--- src/rtl/sha_pkg.sv ---
// SHA-256 engine package: types, round constants and round functions.
// Used by every module of the engine; depends on nothing.
package sha_pkg;

  typedef logic [31:0] word_t;

  typedef struct packed {
    logic       load_byte;  // write one byte into the block store
    logic [7:0] byte_val;
    logic       count_byte; // add eight to the bit count
    logic       start;      // copy chain into working variables
    logic       round;      // run one round
    logic       finish;     // add working variables into chain
    logic       restart;    // return chain and count to initial values
  } sha_cmd_t;

  typedef struct packed {
    logic [5:0] byte_pos;
    logic [5:0] round_idx;
    logic [63:0] bit_count;
  } sha_stat_t;

  localparam word_t InitHash [8] = '{
    32'h6a09e667, 32'hbb67ae85, 32'h3c6ef372, 32'ha54ff53a,
    32'h510e527f, 32'h9b05688c, 32'h1f83d9ab, 32'h5be0cd19};

  localparam word_t RoundK [64] = '{
    32'h428a2f98, 32'h71374491, 32'hb5c0fbcf, 32'he9b5dba5, 32'h3956c25b, 32'h59f111f1,
    32'h923f82a4, 32'hab1c5ed5, 32'hd807aa98, 32'h12835b01, 32'h243185be, 32'h550c7dc3,
    32'h72be5d74, 32'h80deb1fe, 32'h9bdc06a7, 32'hc19bf174, 32'he49b69c1, 32'hefbe4786,
    32'h0fc19dc6, 32'h240ca1cc, 32'h2de92c6f, 32'h4a7484aa, 32'h5cb0a9dc, 32'h76f988da,
    32'h983e5152, 32'ha831c66d, 32'hb00327c8, 32'hbf597fc7, 32'hc6e00bf3, 32'hd5a79147,
    32'h06ca6351, 32'h14292967, 32'h27b70a85, 32'h2e1b2138, 32'h4d2c6dfc, 32'h53380d13,
    32'h650a7354, 32'h766a0abb, 32'h81c2c92e, 32'h92722c85, 32'ha2bfe8a1, 32'ha81a664b,
    32'hc24b8b70, 32'hc76c51a3, 32'hd192e819, 32'hd6990624, 32'hf40e3585, 32'h106aa070,
    32'h19a4c116, 32'h1e376c08, 32'h2748774c, 32'h34b0bcb5, 32'h391c0cb3, 32'h4ed8aa4a,
    32'h5b9cca4f, 32'h682e6ff3, 32'h748f82ee, 32'h78a5636f, 32'h84c87814, 32'h8cc70208,
    32'h90befffa, 32'ha4506ceb, 32'hbef9a3f7, 32'hc67178f2};

  localparam logic [7:0] PadMark = 8'h80;
  localparam logic [5:0] LenPos = 6'd56;

  function automatic word_t ror(word_t x, int n);
    ror = (x >> n) | (x << (32 - n));
  endfunction

endpackage

--- src/rtl/sha_if.sv ---
// Valid/ready stream interfaces for the SHA-256 engine.
// Standalone; no package needed.
interface sha_in_if;
  logic       valid;
  logic       ready;
  logic [7:0] data_byte;
  logic       byte_valid;
  logic       last_byte;
  modport source (output valid, data_byte, byte_valid, last_byte, input ready);
  modport sink (input valid, data_byte, byte_valid, last_byte, output ready);
endinterface

interface sha_out_if;
  logic        valid;
  logic        ready;
  logic [31:0] digest_word;
  logic [2:0]  word_index;
  logic        final_word;
  modport source (output valid, digest_word, word_index, final_word, input ready);
  modport sink (input valid, digest_word, word_index, final_word, output ready);
endinterface

--- src/rtl/sha_datapath.sv ---
// SHA-256 datapath: block store, rolling message schedule, round unit, chain and count.
// Depends on sha_pkg.
module sha_datapath (
  input  logic              clk_i,
  input  logic              rst_ni,
  input  sha_pkg::sha_cmd_t cmd_i,
  output sha_pkg::sha_stat_t stat_o,
  input  logic [2:0]        rd_idx_i,
  output logic [31:0]       rd_word_o
);
  import sha_pkg::*;

  word_t w_q [16];
  word_t v_q [8];
  word_t h_q [8];
  logic [63:0] cnt_q;
  logic [5:0]  pos_q, rnd_q;

  word_t s0, s1, wnew, t1, t2, a, e;
  always_comb begin
    s0 = ror(w_q[1], 7) ^ ror(w_q[1], 18) ^ (w_q[1] >> 3);
    s1 = ror(w_q[14], 17) ^ ror(w_q[14], 19) ^ (w_q[14] >> 10);
    wnew = w_q[0] + s0 + w_q[9] + s1;
    a = v_q[0];
    e = v_q[4];
    t1 = v_q[7] + (ror(e, 6) ^ ror(e, 11) ^ ror(e, 25)) + ((e & v_q[5]) ^ (~e & v_q[6]))
         + RoundK[rnd_q] + w_q[0];
    t2 = (ror(a, 2) ^ ror(a, 13) ^ ror(a, 22)) + ((a & v_q[1]) ^ (a & v_q[2]) ^ (v_q[1] & v_q[2]));
  end

  // The block store shifts down one word per round so that w_q[0] is the round's word.
  always_ff @(posedge clk_i) begin
    if (cmd_i.load_byte) begin
      unique case (pos_q[1:0])
        2'd0: w_q[pos_q[5:2]] <= {cmd_i.byte_val, 24'd0};
        2'd1: w_q[pos_q[5:2]][23:16] <= cmd_i.byte_val;
        2'd2: w_q[pos_q[5:2]][15:8] <= cmd_i.byte_val;
        default: w_q[pos_q[5:2]][7:0] <= cmd_i.byte_val;
      endcase
    end else if (cmd_i.round) begin
      for (int i = 0; i < 15; i++) w_q[i] <= w_q[i+1];
      w_q[15] <= wnew;
    end
    if (cmd_i.start) v_q <= h_q;
    else if (cmd_i.round) begin
      v_q[7] <= v_q[6]; v_q[6] <= v_q[5]; v_q[5] <= v_q[4]; v_q[4] <= v_q[3] + t1;
      v_q[3] <= v_q[2]; v_q[2] <= v_q[1]; v_q[1] <= v_q[0]; v_q[0] <= t1 + t2;
    end
  end

  always_ff @(posedge clk_i or negedge rst_ni) begin
    if (!rst_ni) begin
      h_q <= InitHash;
      cnt_q <= '0;
      pos_q <= '0;
      rnd_q <= '0;
    end else begin
      if (cmd_i.load_byte) pos_q <= pos_q + 6'd1;
      if (cmd_i.count_byte) cnt_q <= cnt_q + 64'd8;
      if (cmd_i.start) rnd_q <= '0;
      else if (cmd_i.round) rnd_q <= rnd_q + 6'd1;
      if (cmd_i.finish) for (int i = 0; i < 8; i++) h_q[i] <= h_q[i] + v_q[i];
      if (cmd_i.restart) begin
        h_q <= InitHash;
        cnt_q <= '0;
        pos_q <= '0;
      end
    end
  end

  assign stat_o = '{byte_pos: pos_q, round_idx: rnd_q, bit_count: cnt_q};
  assign rd_word_o = h_q[rd_idx_i];
endmodule

--- src/rtl/sha_ctrl.sv ---
// SHA-256 controller: accepts bytes, sequences padding, rounds and digest output.
// Depends on sha_pkg and sha_if.
module sha_ctrl (
  input  logic               clk_i,
  input  logic               rst_ni,
  sha_in_if.sink             in_i,
  sha_out_if.source          out_o,
  output sha_pkg::sha_cmd_t  cmd_o,
  input  sha_pkg::sha_stat_t stat_i,
  output logic [2:0]         rd_idx_o,
  input  logic [31:0]        rd_word_i
);
  import sha_pkg::*;

  typedef enum logic [2:0] {
    S_IDLE, S_ROUND, S_FINISH, S_PAD, S_OUT
  } state_e;

  state_e     state_q;
  logic       last_q;    // message ends once the current block is done
  logic       padding_q; // inside padding (0x80 already written)
  logic       late_q;    // 0x80 landed in the length field, so this block ends in zeros
  logic       lenw_q;    // the block being compressed carries the length field
  logic [63:0] len_q;
  logic [2:0] idx_q;
  logic       ovalid_q;
  logic [31:0] oword_q;

  logic acc;
  assign in_i.ready = (state_q == S_IDLE) && !ovalid_q;
  assign acc = in_i.valid && in_i.ready;
  assign rd_idx_o = idx_q;

  logic [7:0] pad_byte;
  always_comb begin
    if (!padding_q) pad_byte = PadMark;
    else if (stat_i.byte_pos >= LenPos && !late_q)
      pad_byte = len_q[8'(7 - stat_i.byte_pos[2:0]) * 8 +: 8];
    else pad_byte = 8'd0;
  end

  always_comb begin
    cmd_o = '0;
    unique case (state_q)
      S_IDLE: if (acc && in_i.byte_valid) begin
        cmd_o.load_byte = 1'b1;
        cmd_o.byte_val = in_i.data_byte;
        cmd_o.count_byte = 1'b1;
        cmd_o.start = (stat_i.byte_pos == 6'd63);
      end
      S_PAD: begin
        cmd_o.load_byte = 1'b1;
        cmd_o.byte_val = pad_byte;
        cmd_o.start = (stat_i.byte_pos == 6'd63);
      end
      S_ROUND: cmd_o.round = 1'b1;
      S_FINISH: cmd_o.finish = 1'b1;
      S_OUT: cmd_o.restart = ovalid_q && out_o.ready && (idx_q == 3'd7);
      default: ;
    endcase
  end

  always_ff @(posedge clk_i or negedge rst_ni) begin
    if (!rst_ni) begin
      state_q <= S_IDLE;
      last_q <= 1'b0;
      padding_q <= 1'b0;
      late_q <= 1'b0;
      lenw_q <= 1'b0;
      len_q <= '0;
      idx_q <= '0;
      ovalid_q <= 1'b0;
      oword_q <= '0;
    end else begin
      unique case (state_q)
        S_IDLE: if (acc) begin
          last_q <= in_i.last_byte;
          len_q <= stat_i.bit_count + (in_i.byte_valid ? 64'd8 : 64'd0);
          if (in_i.byte_valid && stat_i.byte_pos == 6'd63) state_q <= S_ROUND;
          else if (in_i.last_byte) state_q <= S_PAD;
        end
        S_PAD: begin
          padding_q <= 1'b1;
          if (!padding_q && stat_i.byte_pos >= LenPos && stat_i.byte_pos != 6'd63)
            late_q <= 1'b1;
          if (padding_q && stat_i.byte_pos == 6'd63) begin
            late_q <= 1'b0;
            lenw_q <= !late_q;
          end
          if (stat_i.byte_pos == 6'd63) state_q <= S_ROUND;
        end
        S_ROUND: if (stat_i.round_idx == 6'd63) state_q <= S_FINISH;
        S_FINISH: begin
          if (!last_q) state_q <= S_IDLE;
          else if (lenw_q) begin
            state_q <= S_OUT;
            idx_q <= '0;
          end else state_q <= S_PAD;
        end
        S_OUT: begin
          if (!ovalid_q) begin
            ovalid_q <= 1'b1;
            oword_q <= rd_word_i;
          end else if (out_o.ready) begin
            ovalid_q <= 1'b0;
            idx_q <= idx_q + 3'd1;
            if (idx_q == 3'd7) begin
              state_q <= S_IDLE;
              last_q <= 1'b0;
              padding_q <= 1'b0;
              lenw_q <= 1'b0;
            end
          end
        end
        default: state_q <= S_IDLE;
      endcase
    end
  end

  assign out_o.valid = ovalid_q;
  assign out_o.digest_word = oword_q;
  assign out_o.word_index = idx_q;
  assign out_o.final_word = (idx_q == 3'd7);
endmodule

--- src/rtl/sha256_hash_engine_core.sv ---
// SHA-256 hash engine top level: ties the controller to the datapath.
// Depends on sha_pkg, sha_if, sha_ctrl and sha_datapath.
//
// Usage: bytes enter on in_i (valid/ready); a transaction carries data_byte, byte_valid
// and last_byte. A transaction with byte_valid low and last_byte low does nothing.
// Ordinary bytes are accepted one per cycle. The byte that fills a 64-byte block is
// followed by compression (64 rounds, one per cycle, plus the chain update), during
// which in_i.ready is low. After last_byte the controller writes the padding one byte
// per cycle and compresses one or two more blocks, then presents eight digest words on
// out_o, word 0 first, final_word set on word 7; each word is registered before it is
// presented, and the next word is fetched only once the receiver has taken it. A stalled
// receiver simply holds the word; no input is taken until all eight words have gone.
// Reset returns the chain value to the initial hash, clears the bit count and byte
// position, and leaves the block store unset.
module sha256_hash_engine_core (
  input  logic      clk_i,
  input  logic      rst_ni,
  sha_in_if.sink    in_i,
  sha_out_if.source out_o
);
  import sha_pkg::*;

  sha_cmd_t   cmd;
  sha_stat_t  stat;
  logic [2:0] rd_idx;
  logic [31:0] rd_word;

  sha_ctrl u_ctrl (
    .clk_i, .rst_ni, .in_i, .out_o,
    .cmd_o(cmd), .stat_i(stat), .rd_idx_o(rd_idx), .rd_word_i(rd_word)
  );

  sha_datapath u_dp (
    .clk_i, .rst_ni, .cmd_i(cmd), .stat_o(stat), .rd_idx_i(rd_idx), .rd_word_o(rd_word)
  );
endmodule
--- src/flat_wrapper.sv ---
// flat-port wrapper written by rule: the top's interface ports become plain ports
module sha256_hash_engine_core_flat import sha_pkg::*;
  (clk_i, rst_ni, in_i_valid, in_i_data_byte, in_i_byte_valid, in_i_last_byte, in_i_ready, out_o_valid, out_o_digest_word, out_o_word_index, out_o_final_word, out_o_ready);
  sha_in_if in_i_i ();
  sha_out_if out_o_i ();
  input  logic clk_i;
  input  logic rst_ni;
  input wire logic [$bits(in_i_i.valid)-1:0] in_i_valid;
  input wire logic [$bits(in_i_i.data_byte)-1:0] in_i_data_byte;
  input wire logic [$bits(in_i_i.byte_valid)-1:0] in_i_byte_valid;
  input wire logic [$bits(in_i_i.last_byte)-1:0] in_i_last_byte;
  output wire logic [$bits(in_i_i.ready)-1:0] in_i_ready;
  output wire logic [$bits(out_o_i.valid)-1:0] out_o_valid;
  output wire logic [$bits(out_o_i.digest_word)-1:0] out_o_digest_word;
  output wire logic [$bits(out_o_i.word_index)-1:0] out_o_word_index;
  output wire logic [$bits(out_o_i.final_word)-1:0] out_o_final_word;
  input wire logic [$bits(out_o_i.ready)-1:0] out_o_ready;
  assign in_i_i.valid = in_i_valid;
  assign in_i_i.data_byte = in_i_data_byte;
  assign in_i_i.byte_valid = in_i_byte_valid;
  assign in_i_i.last_byte = in_i_last_byte;
  assign in_i_ready = in_i_i.ready;
  assign out_o_valid = out_o_i.valid;
  assign out_o_digest_word = out_o_i.digest_word;
  assign out_o_word_index = out_o_i.word_index;
  assign out_o_final_word = out_o_i.final_word;
  assign out_o_i.ready = out_o_ready;
  sha256_hash_engine_core u_core (.clk_i(clk_i), .rst_ni(rst_ni), .in_i(in_i_i), .out_o(out_o_i));
endmodule
--- config.mk ---
export PLATFORM = sky130hd
export DESIGN_NAME = sha256_hash_engine_core_flat
export DESIGN_NICKNAME = d
export VERILOG_FILES = /design/src/rtl/sha_pkg.sv /design/src/rtl/sha_if.sv /design/src/rtl/sha_datapath.sv /design/src/rtl/sha_ctrl.sv /design/src/rtl/sha256_hash_engine_core.sv /design/src/flat_wrapper.sv
export SDC_FILE = /design/constraint.sdc
export NUM_CORES = 2
export LEC_CHECK = 0
export ABC_AREA = 0
export ABC_CLOCK_PERIOD_IN_PS = 8400
export BUFFER_PORTS_ARGS = -buffer_cell sky130_fd_sc_hd__buf_2
export CAP_MARGIN = 10
export CORE_MARGIN = 4
export CORE_UTILIZATION = 30
export DETAILED_ROUTE_END_ITERATION = 10
export PLACE_DENSITY_LB_ADDON = 0.1
export REMOVE_ABC_BUFFERS = 1
export SYNTH_ARGS = -nofsm -noshare
export SYNTH_HDL_FRONTEND = slang
export SYNTH_SLANG_ARGS = --single-unit
--- constraint.sdc ---
create_clock -name clk_i -period 8.4 [get_ports clk_i]
set_input_delay 0.42 -clock clk_i [delete_from_list [all_inputs] [get_ports clk_i]]
set_output_delay 0.42 -clock clk_i [all_outputs]
set_load 0.02 [all_outputs]
==> results_dict.tcl <==
set metrics [dict create \
    syn_inst 7933 \
    cts_buffers 152 \
    finalHoldViolCount 0 \
    ys.flop_type "edfxtp_1" \
    io_pins 52 \
    post-place-ws_ps -365 \
    clock_latency_ps 830 \
    clockBufferDepth 3 \
    grt_pass1_vias 60800 \
    max_slew_margin_pct 18.8 \
    start_kind "flop" \
    hp-class "in -> reg" \
    worstSetupPathType "reg -> reg" \
    io_buffers 51 \
    rows 188 \
    worstMarginPinSlew_ps 1210 \
    ant_nets 0 \
    overflow 0 \
    antenna_found_initial 7 \
    route.detailed.drc 0 \
    status "complete, no violations" \
    start_util_pct 30.1 \
    syn_avg_cell_area_um2 9.96 \
    yosys_warnings 0 \
    fin_crit_ps 8070 \
    path_common_cell "buf_4" \
    synth_top_area_share_pct 29.2 \
    drt_iter0_markers 4999 \
    cpPeakStageDelay_ps 550 \
    core_um2 262000 \
    die_x_um 521 \
    worstPathMaxFanout 4 \
    fin_worst_skew_ps 70.0 \
    setup_ws_ps 329 \
    syn-cell-area_um2 79000 \
    cts_tree "yes" \
    nets 8793 \
    period_share_pct 96.1 \
    place_congestion 0.908 \
    setup_viol 0 \
    vias_per_cell 5.19 \
    grt_pass1_wl_mm 439 \
    reg2reg_slack_ps 330 \
    root_buffer "clkbuf_16" \
    slowest_stage "fa_1" \
    yosys-top-cells-area "edfxtp_1 (29%), dfrtp_1 (9.4%), a21o_1 (6.6%), ha_1 (6.3%), nand2_1 (5.1%)" \
    wl_per_cell_um 25.6 \
    die-area_um2 272000 \
    grt_max_degree 227 \
    cp-end-kind "flop" \
    synth_largest_area_cell "edfxtp_1" \
    clkTransAtPathRegs_ps 60 \
    htreeDepth 4 \
    cp.arrival_ps 8570 \
    fillers 26700 \
    drive_gt1_share_pct 13.9 \
    peakVddDrop_uv 199 \
    final_max_slew_viol_count 0 \
    dp_hpwl_mm 225 \
    max_cap_viol_count 0 \
    p_per_area_nw_per_um2 142 \
    async_flop_share_pct 36.1 \
    synth-seq-cells 1201 \
    clkSinkCount 1201 \
    cp.required_ps 8900 \
    yosysUniqueCellTypes 91 \
    vias 61300 \
    whs_ps 109 \
    p_leak_uw 0.0401 \
    max_freq_mhz 124 \
    syn2layout_area_growth_pct 15.6 \
    track_usage_pct 21.8 \
    wl_mm 303 \
    synth_edf_count 768 \
    dieHeight_um 521 \
    synth-seq-area-share_pct 43.1 \
    dr.pass1.iters 5 \
]
[metal layers]
metal  GRT usage [%]  share of wire, %  vias to the layer above
li1                -                 -                    28700
met3            2.17               3.5                      294
met2            35.9                47                     1243
met5               0            0.0086                        -
met4            4.76               2.2                        4
met1            31.0                47                    31000
[logic make-up (layout without fill, tap and decap cells)]
logic type	count (synthesis)	count (layout)	share of synthesized area (%)
xor+xnor	678	678	7.53
mux	168	168	3.50
fa+ha+maj	598	598	11.3
buf+inv	811	1183	3.91
flops	1201	1201	43.1
compound gates	2256	2256	18.3
simple gates	2221	2221	12.3
other cells	0	3	0
[where the power goes]
group          total [µW]  switching, µW  internal (µW)
Sequential           6240              0           6240
Clock                6660           2880           3770
Combinational        59.2           52.3           6.83
Total               13000           2940          10000
[cells in the mapped netlist, types with 57 or more instances]
library cell,n
o21a_1,61
a31oi_1,59
a21o_1,698
o21ai_0,569
xnor2_1,425
mux4_2,84
and3_1,76
nor2_1,476
a21oi_1,502
nand4_1,57
inv_1,349
xor2_1,252
clkbuf_1,385
nand3_1,166
nor3_1,125
fa_1,195
dfstp_2,136
o21bai_1,64
nand2_1,1073
dfrtp_1,297
ha_1,400
edfxtp_1,768
[final cells by class]
| cell class | instances | area (µm²) | area share (%) |
|---|---|---|---|
| sequential | 1201 | 34100 | 37.3 |
| multi-input combinational | 5921 | 42300 | 46.3 |
| timing repair buffer | 556 | 4220 | 4.62 |
| clock buffer | 209 | 4210 | 4.61 |
| antenna | 3 | 7.51 | 0.00822 |
| clock inverter | 66 | 828 | 0.907 |
| tap | 3515 | 4400 | 4.81 |
| inverter | 352 | 1320 | 1.45 |
[repair_timing]
action / in CTS / in global routing
endpoints found under the hold margin: 33 / 0
endpoints found under the setup margin: 15 / 23
gates resized for setup: 15 / 81
buffers inserted: 2 / 9
pin swaps: 3 / 37
hold buffers: 4 / 0
[per-stage QoR]
step | utilization, % | power (µW) | cells | cell area (µm²) | setup TNS [ps]
3_3_place_gp | 32.7 | 6420 | 11500 | 85700 | -1780
4_1_cts | 34.7 | 13200 | 11800 | 90900 | 0
3_5_place_dp | 32.7 | 6420 | 11500 | 85700 | -2020
2_1_floorplan | - | 6360 | 7474 | 77200 | -
6_report | 34.8 | 13000 | 11800 | 91400 | 0
5_1_grt | 34.8 | 13400 | 11800 | 91400 | -30.6
[path summary, 6_finish.rpt]
check	startpoint	end	depth (start not counted)
max	u_core.u_dp.rnd_q[1]	u_core.u_dp.a[31]	38
min	in_i_valid	u_core.u_ctrl.len_q[4]	4
max reg2reg	u_core.u_dp.rnd_q[1]	u_core.u_dp.a[31]	38
min reg2reg	u_core.u_ctrl.len_q[14]	u_core.u_ctrl.len_q[14]	2
max in group asynchronous	rst_ni	u_core.u_dp.h_q[193]	4
min in group asynchronous	rst_ni	u_core.u_dp.h_q[125]	2
[flip-flops by register name (all words and copies together), names as in the netlist, 3 cells and up]
register and flops:
u_core.u_dp.w_q 512, u_core.u_dp.h_q 256, u_core.u_dp.v_q 192, u_core.u_ctrl.len_q 61, u_core.u_dp.cnt_q 61, u_core.u_ctrl.out_o.digest_word 32, u_core.u_dp.a 32, u_core.u_dp.e 32
u_core.u_dp.pos_q 6, u_core.u_dp.rnd_q 6, u_core.u_ctrl.out_o.word_index 3, u_core.u_ctrl.state_q 3
[layout by cell type (no fill, tap or decap), types with 35 or more instances in the layout]
| master | instances |
|---|---|
| nand3_1 | 165 |
| o21bai_1 | 63 |
| clkbuf_1 | 38 |
| a31oi_1 | 58 |
| nor2b_1 | 48 |
| inv_1 | 346 |
| dfrtp_1 | 291 |
| nand4_1 | 57 |
| clkbuf_16 | 152 |
| edfxtp_1 | 768 |
| a21oi_1 | 488 |
| nand2_1 | 1066 |
| xnor2_1 | 421 |
| dfstp_2 | 136 |
| o211ai_1 | 44 |
| buf_2 | 63 |
| mux2i_1 | 55 |
| xor2_1 | 251 |
| nor3_1 | 123 |
| o31ai_1 | 35 |
| nand2b_1 | 49 |
| a21o_1 | 698 |
| o21a_1 | 61 |
| nor2_1 | 463 |
| and3_1 | 75 |
| ha_1 | 391 |
| a211oi_1 | 36 |
| fa_1 | 194 |
| buf_4 | 465 |
| or3_1 | 46 |
| mux4_2 | 84 |
| o21ai_0 | 552 |
[worst max-delay path: cells and delay by family, from the launching register on]
kind                       cells  cell delay (ps)
AOI/OAI and AO/OA             13             2570
adders and majority gates      6             2190
buffers and inverters          8             1020
and+or+nand+nor                8             1020
xor gates and xnor gates       3              520
DFF                            1              420
Note: power is estimated with default switching activity, not from simulation.
